--- config.mk ---
export PLATFORM = sky130hd
export DESIGN_NAME = cwc_ctrl
export DESIGN_NICKNAME = d
export VERILOG_FILES = /design/src/design/cwc_pkg.sv /design/src/design/cwc_ctrl.sv
export SDC_FILE = /design/constraint.sdc
export NUM_CORES = 1
export LEC_CHECK = 0
export BUFFER_PORTS_ARGS = -buffer_cell sky130_fd_sc_hd__buf_2
export CAP_MARGIN = 20
export CORE_AREA = 2 2 39 41
export CTS_BUF_LIST = sky130_fd_sc_hd__clkbuf_2
export DETAILED_ROUTE_END_ITERATION = 16
export DIE_AREA = 0 0 41 43
export GPL_TIMING_DRIVEN = 1
export PLACE_DENSITY_LB_ADDON = 0.25
export SYNTH_ARGS = -nofsm -noshare
export SYNTH_HDL_FRONTEND = slang
export SYNTH_SLANG_ARGS = --single-unit
--- constraint.sdc ---
create_clock -name clk -period 1 [get_ports clk]
set_clock_uncertainty 0.05 [all_clocks]
set_input_delay 0.15 -clock clk [delete_from_list [all_inputs] [get_ports clk]]
set_output_delay 0.15 -clock clk [all_outputs]
set_load 0.01 [all_outputs]
--- src/design/cwc_pkg.sv ---
// Shared types and constants for the conductance waveform clamp.
// Used by the controller, the datapath and the top level; depends on nothing.
`timescale 1ns / 1ps

package cwc_pkg;

    localparam int OP_W       = 2;
    localparam int VM_W       = 16;
    localparam int ADDR_W     = 12;
    localparam int SAMPLE_W   = 24;
    localparam int CMD_W      = 40;
    localparam int POS_W      = 17;
    localparam int COUNT_W    = 16;
    localparam int TRIAL_W    = 17;
    localparam int CFG_IDX_W  = 3;
    localparam int CFG_DATA_W = 24;
    localparam int LEN_W      = 13;
    localparam int DG_W       = 34;
    localparam int PROD_W     = 58;

    localparam logic [OP_W-1:0] OP_TICK    = 2'd0;
    localparam logic [OP_W-1:0] OP_LOAD    = 2'd1;
    localparam logic [OP_W-1:0] OP_RESTART = 2'd2;

    localparam logic [CFG_IDX_W-1:0] CFG_REVERSAL = 3'd0;
    localparam logic [CFG_IDX_W-1:0] CFG_GAIN     = 3'd1;
    localparam logic [CFG_IDX_W-1:0] CFG_LENGTH   = 3'd2;
    localparam logic [CFG_IDX_W-1:0] CFG_WAIT     = 3'd3;
    localparam logic [CFG_IDX_W-1:0] CFG_HOLD     = 3'd4;
    localparam logic [CFG_IDX_W-1:0] CFG_REPEAT   = 3'd5;

    localparam logic signed [CMD_W-1:0] CMD_MAX = 40'sh7F_FFFF_FFFF;
    localparam logic signed [CMD_W-1:0] CMD_MIN = 40'sh80_0000_0000;

    typedef struct packed {
        logic tick_start;
        logic load_write;
        logic restart;
        logic mult_en;
        logic out_load;
    } ctrl_cmd_t;

    typedef struct packed {
        logic out_free;
    } ctrl_status_t;

endpackage

--- src/design/cwc_ctrl.sv ---
// Controller state machine of the conductance waveform clamp.
// Decides when words are accepted and sequences the datapath; uses cwc_pkg.
`timescale 1ns / 1ps

module cwc_ctrl
    import cwc_pkg::*;
(
    input  logic             clk,
    input  logic             rst_n,
    input  logic             in_valid,
    output logic             in_ready,
    input  logic [OP_W-1:0]  operation,
    input  ctrl_status_t     status,
    output ctrl_cmd_t        cmd
);

    typedef enum logic [1:0] {
        ST_IDLE,
        ST_MULT,
        ST_FINISH
    } state_t;

    state_t state_reg;
    state_t state_next;
    logic   can_take;
    logic   accept;

    always_comb
    begin
        can_take = (state_reg == ST_IDLE) || ((state_reg == ST_FINISH) && status.out_free);
        accept   = in_valid && can_take;

        cmd.tick_start = accept && (operation == OP_TICK);
        cmd.load_write = accept && (operation == OP_LOAD);
        cmd.restart    = accept && (operation == OP_RESTART);
        cmd.mult_en    = (state_reg == ST_MULT);
        cmd.out_load   = (state_reg == ST_FINISH) && status.out_free;

        state_next = state_reg;
        unique case (state_reg)
            ST_IDLE:
            begin
                if (cmd.tick_start)
                begin
                    state_next = ST_MULT;
                end
            end
            ST_MULT:
            begin
                state_next = ST_FINISH;
            end
            ST_FINISH:
            begin
                if (status.out_free)
                begin
                    state_next = cmd.tick_start ? ST_MULT : ST_IDLE;
                end
            end
            default:
            begin
                state_next = ST_IDLE;
            end
        endcase
    end

    assign in_ready = can_take;

    always_ff @(posedge clk or negedge rst_n)
    begin
        if (!rst_n)
        begin
            state_reg <= ST_IDLE;
        end
        else
        begin
            state_reg <= state_next;
        end
    end

endmodule

* After elaboration in Yosys (flattened, before gate mapping)
Index checks and enable logic that the tools add are counted.
** Word-level totals
- Register bits :: 2
- Latch bits :: 0
- RAM bits :: 0
- Bits in read-only memories :: 0
- Bits of input ports :: 6
- Output and inout bits :: 6
- Word-level logic and storage cells :: 20
- Memories :: 0
** Operators by class
- $add $sub $neg :: 0
- Multipliers :: 0
- Div/mod/pow operators :: 0
- Order comparisons :: 0
- Equality and inequality tests :: 6
- Shift-type cells :: 0
- Multiplexer cells :: 4
- Bitwise logic cells :: 0
- Reductions and logical operators :: 9
** Operators by type and width (count)
- 2-bit one-hot mux with 3 select lines :: 1
- 1-bit logical AND :: 5
- 2-bit by 1-bit == test with 1-bit output (second input constant) :: 2
- 2-bit == test (second input constant) :: 2
- 2-bit zero test :: 2
- 2-bit 2-to-1 mux :: 2
- 2-bit != test (second input constant) :: 2
- 2-bit AND reduction :: 1
- 1-bit logical OR :: 1
- 1-bit 2-to-1 mux :: 1

* Depth between registers and ports, before layout
- Depth in word-level cells :: 8
- Depth in mapped cells :: 2
- Mapped depth without buffers :: 2

* Worst setup path before layout
OpenSTA, ideal clock, no wires.
- Path type :: register to output
- From :: register state_reg[1]
- To :: output cmd[2] in the netlist's numbering
- Arrival time :: 0.976 ns
- Required time :: 0.800 ns
- Slack :: -0.176 ns
- Stages on the path, launching flop included :: 3
- Path buffers :: 0
- Path through :: dfrtp_1 nor2b_4 nor4b_1
** RTL lines
- start: declaration :: RTL line cwc_ctrl.sv:23 : state_t state_reg;
- start signal: assignment :: RTL line cwc_ctrl.sv:76 : state_reg <= state_next;
- end: declaration :: RTL line cwc_ctrl.sv:14 : output ctrl_cmd_t cmd

==> reports/summary.md <==
The flow ran to the end, but the final reports show violations. The checks that failed: setup timing. The critical path is of the flop to primary output type. The number of optimization iterations in the first detailed-route pass was 3; the count of nets after finishing was 42. Dividing total power by cell area gives a power density of 935 nW/um^2. In this run the clock root is driven by a sky130_fd_sc_hd__clkbuf_2.

The core region is 1380 sq um. For this run the aggregate overflow at the end of global routing stands at 0. The initial antenna violation count is 0. The mapped netlist covers 143 sq um. For the combinational share of power, the log shows 0.365. The switching share of power was 0.313; the total of endpoints with negative setup slack in the final report was 8. The average routed wire per standard cell is 9.68 um, and the average size of a mapped cell is 10.2 sq um. The run gives 0.832 as the relative max-transition margin. Detailed routing inserted a total of 185 vias.

For this run, the number of Yosys warnings is 0. Endpoint of the lowest-slack register-to-register path: state_reg[1]$_DFFE_PN0P_. The path with the worst hold slack has its endpoint at state_reg[0]$_DFFE_PN0P_. The final period utilization was 1.33.

The die boundary width was 41 um; the die outline height was 43 um. In this run the most critical hold path is launched from operation[1]. Walking the worst path, the cells encountered are nor2b_4 -> nor4b_4 -> buf_2. The logs give 0.263 for the sequential fraction of design power and 1.13 ns for the critical path arrival. The register with the most flip-flops in the layout has 2 of them.

The design area is 365 sq um. Summed over all layers, the routed wires come to 484 um. The run gives 0 as the count of final max-slew check failures.

The clock slew at the register clock pins of the worst setup and hold paths came out at 0.03 ns. The tools report the floorplan die area as 1760 sq um. After synthesis, the netlist uses 11 different library cells. The run gives 0.000107 W as the switching power. The number of stages on the worst hold path was 2; the peak ir drop on the vdd network was 0.306 mV.

For the worst setup path, the data required time is 0.80 ns. The analysis attributes to cell leakage a power of 0.178 nW. The run gives 0.751 GHz as the fmax. The largest single stage delay on the critical path is 0.37 ns. The run gives 0.0702 as the overall track demand over capacity in global routing. The effective utilization at floorplan is 0.103. The worst-case setup margin in the final layout came out at -0.332 ns. After detailed placement, the total cell area comes to 263 sq um.

The number of cells in the design after placement is 41, and the transition time at the pin with the least slew margin is 0.251 ns. The launch point of the worst reg-to-reg path was state_reg[0]$_DFFE_PN0P_. The logs give 2 for the sink count of the clock tree and 6 for the pin count of the biggest net entering global routing. Counting the fill cells in the layout gives 149.

The class of the tightest hold or removal check is primary input to flop. The number of violations reported at the end of detailed-routing iteration 0 came out at 5. Leaving out fill and tap cells, the most frequent cell in the layout is sky130_fd_sc_hd__buf_2. For the register area share after synthesis, the log shows 0.351.

In this run the count of I/O pins placed on the die edge is 12. The area added between synthesis and finish is 156%, and the number of standard cells in the layout, taps in and fillers out is 50. Input and output buffers added on the ports amount to 11. In the layout the commonest cells are sky130_fd_sc_hd__buf_2, sky130_fd_sc_hd__buf_6, sky130_fd_sc_hd__clkbuf_2, sky130_fd_sc_hd__buf_4. The logs give 1 for the H-tree level count and 3 for the number of buffers inserted during clock tree synthesis. TritonCTS built the clock tree.

After detailed routing, the number of remaining DRC violations is 0. The highest net fanout along the worst path is 5. The number of antenna diodes in the final layout is 0. Counting along the longest clock path gives a buffer depth of 2. The later pin in the worst-skew pair is clocked with a latency of 0.20 ns.

Counting every net in the synthesized netlist gives 20. The vias per cell was 3.70. Counting flops and latches in the post-synthesis netlist gives 2. Synthesis handed over a netlist of 14 instances. Setup repair after global routing could not meet its margin everywhere.

The tools report the global placement routability congestion as 0.637. For flop-to-flop paths, the worst setup slack is -0.03 ns. The number of standard-cell rows in the floorplan was 14. The number of global-route vias before repair was 204.

Worst-path cell with the longest stage delay: sky130_fd_sc_hd__dfrtp_1. The fraction of layout instances using a drive strength above 1 came out at 0.794. The portion of total power attributed to the clock network is 0.372, and the total internal power is 0.000235 W. For the finished layout, the period the worst path requires is 1.33 ns.

For the worst flop-to-flop path, the logic depth is 4. The run gives 0 as the count of nets left with antenna violations after detail routing. The logs give 0 for the number of max-capacitance violations reported and 333 um for the detailed-placement wirelength estimate. The tools report the number of hold-slack violations in the final timing report as 0. The first global-routing pass estimated 765 um of wire.

The worst setup path is launched from a flop. The worst setup path is captured at a primary output.
-- worst max-delay path: cells and delay by family, from the launching register on --
family	cells	cell delay, ns
flops	1	0.37
buf+inv	1	0.16
simple gates	2	0.40
-- per-stage QoR --
| stage | setup TNS [ns] | total power (W) | worst slack (ns) | hold WS [ns] | util |
|---|---|---|---|---|---|
| 2_1_floorplan | -0.0323 | 0.000140 | -0.0161 | -0.196 | - |
| 3_3_place_gp | -0.327 | 0.000175 | -0.127 | -0.115 | 0.190 |
| 3_5_place_dp | -0.404 | 0.000178 | -0.142 | -0.112 | 0.190 |
| 4_1_cts | -1.86 | 0.000342 | -0.357 | 0.166 | 0.252 |
| 5_1_grt | -2.28 | 0.000370 | -0.407 | 0.186 | 0.264 |
| 6_report | -1.80 | 0.000342 | -0.332 | 0.188 | 0.264 |
-- final cells by class --
class | instances | area [sq um] | share of cell area
Timing Repair Buffer | 18 | 128 | 0.349
Sequential cell | 2 | 50.0 | 0.137
Inverter | 1 | 3.75 | 0.0103
Multi-Input combinational cell | 10 | 149 | 0.408
Clock buffer | 3 | 15.0 | 0.0411
Tap cell | 16 | 20.0 | 0.0548
-- Yosys cell counts --
cell type	n	share of area
sky130_fd_sc_hd__nor4_1	2	0.088
sky130_fd_sc_hd__buf_4	1	0.053
sky130_fd_sc_hd__nor4b_1	2	0.12
sky130_fd_sc_hd__a21o_1	1	0.053
sky130_fd_sc_hd__nand2b_4	1	0.096
sky130_fd_sc_hd__inv_1	1	0.026
sky130_fd_sc_hd__dfrtp_1	2	0.35
sky130_fd_sc_hd__and3_1	1	0.044
sky130_fd_sc_hd__nor2b_4	1	0.096
sky130_fd_sc_hd__nor2b_1	1	0.044
sky130_fd_sc_hd__nor2_1	1	0.026
-- power by group through the flow --
stage | combinational [W] | clock (W) | sequential, W
global placement | 0.0000846 | 0 | 0.0000902
detailed placement | 0.0000871 | 0 | 0.0000909
global route | 0.000134 | 0.000145 | 0.0000905
finish | 0.000125 | 0.000127 | 0.0000900
CTS | 0.000117 | 0.000135 | 0.0000898
floorplan | 0.0000497 | 0 | 0.0000903
-- cells by family (layout without fill, tap and decap cells) --
family                 after synthesis  in the layout  share of synthesized area
and+or+nand+nor                      9              9                      0.518
DFF                                  2              2                      0.351
buffers and inverters                2             22                     0.0789
AOI/OAI and AO/OA                    1              1                     0.0527
-- worst max path at each step --
stage,start,endpoint,slack (ns),cells past startpoint
5_1_grt,state_reg[1]$_DFFE_PN0P_,cmd[2],-0.41,3
3_5_place_dp,state_reg[0]$_DFFE_PN0P_,cmd[3],-0.14,3
6_report,state_reg[1]$_DFFE_PN0P_,cmd[3],-0.33,3
4_1_cts,state_reg[1]$_DFFE_PN0P_,cmd[3],-0.36,3
2_1_floorplan,state_reg[1]$_DFFE_PN0P_,cmd[2],-0.02,2
3_3_place_gp,state_reg[0]$_DFFE_PN0P_,cmd[2],-0.13,3
-- per-layer routing --
| metal | up-vias | track usage | wire, um |
|---|---|---|---|
| li1 | 94 | - | - |
| met1 | 76 | 0.0609 | 183 |
| met2 | 15 | 0.113 | 225 |
| met3 | 0 | 0.0471 | 75 |
| met4 | 0 | 0.0400 | 0 |
| met5 | - | 0 | 0 |
-- timing repair --
item / CTS / global route
endpoints found under the setup margin: 6 / 8
gates resized for setup: 7 / 2
setup buffers: 4 / 2
endpoints found under the hold margin: 2 / 0
pin swaps: 1 / 2
hold buffers: 1 / 0
(Power assumes the default switching activity.)
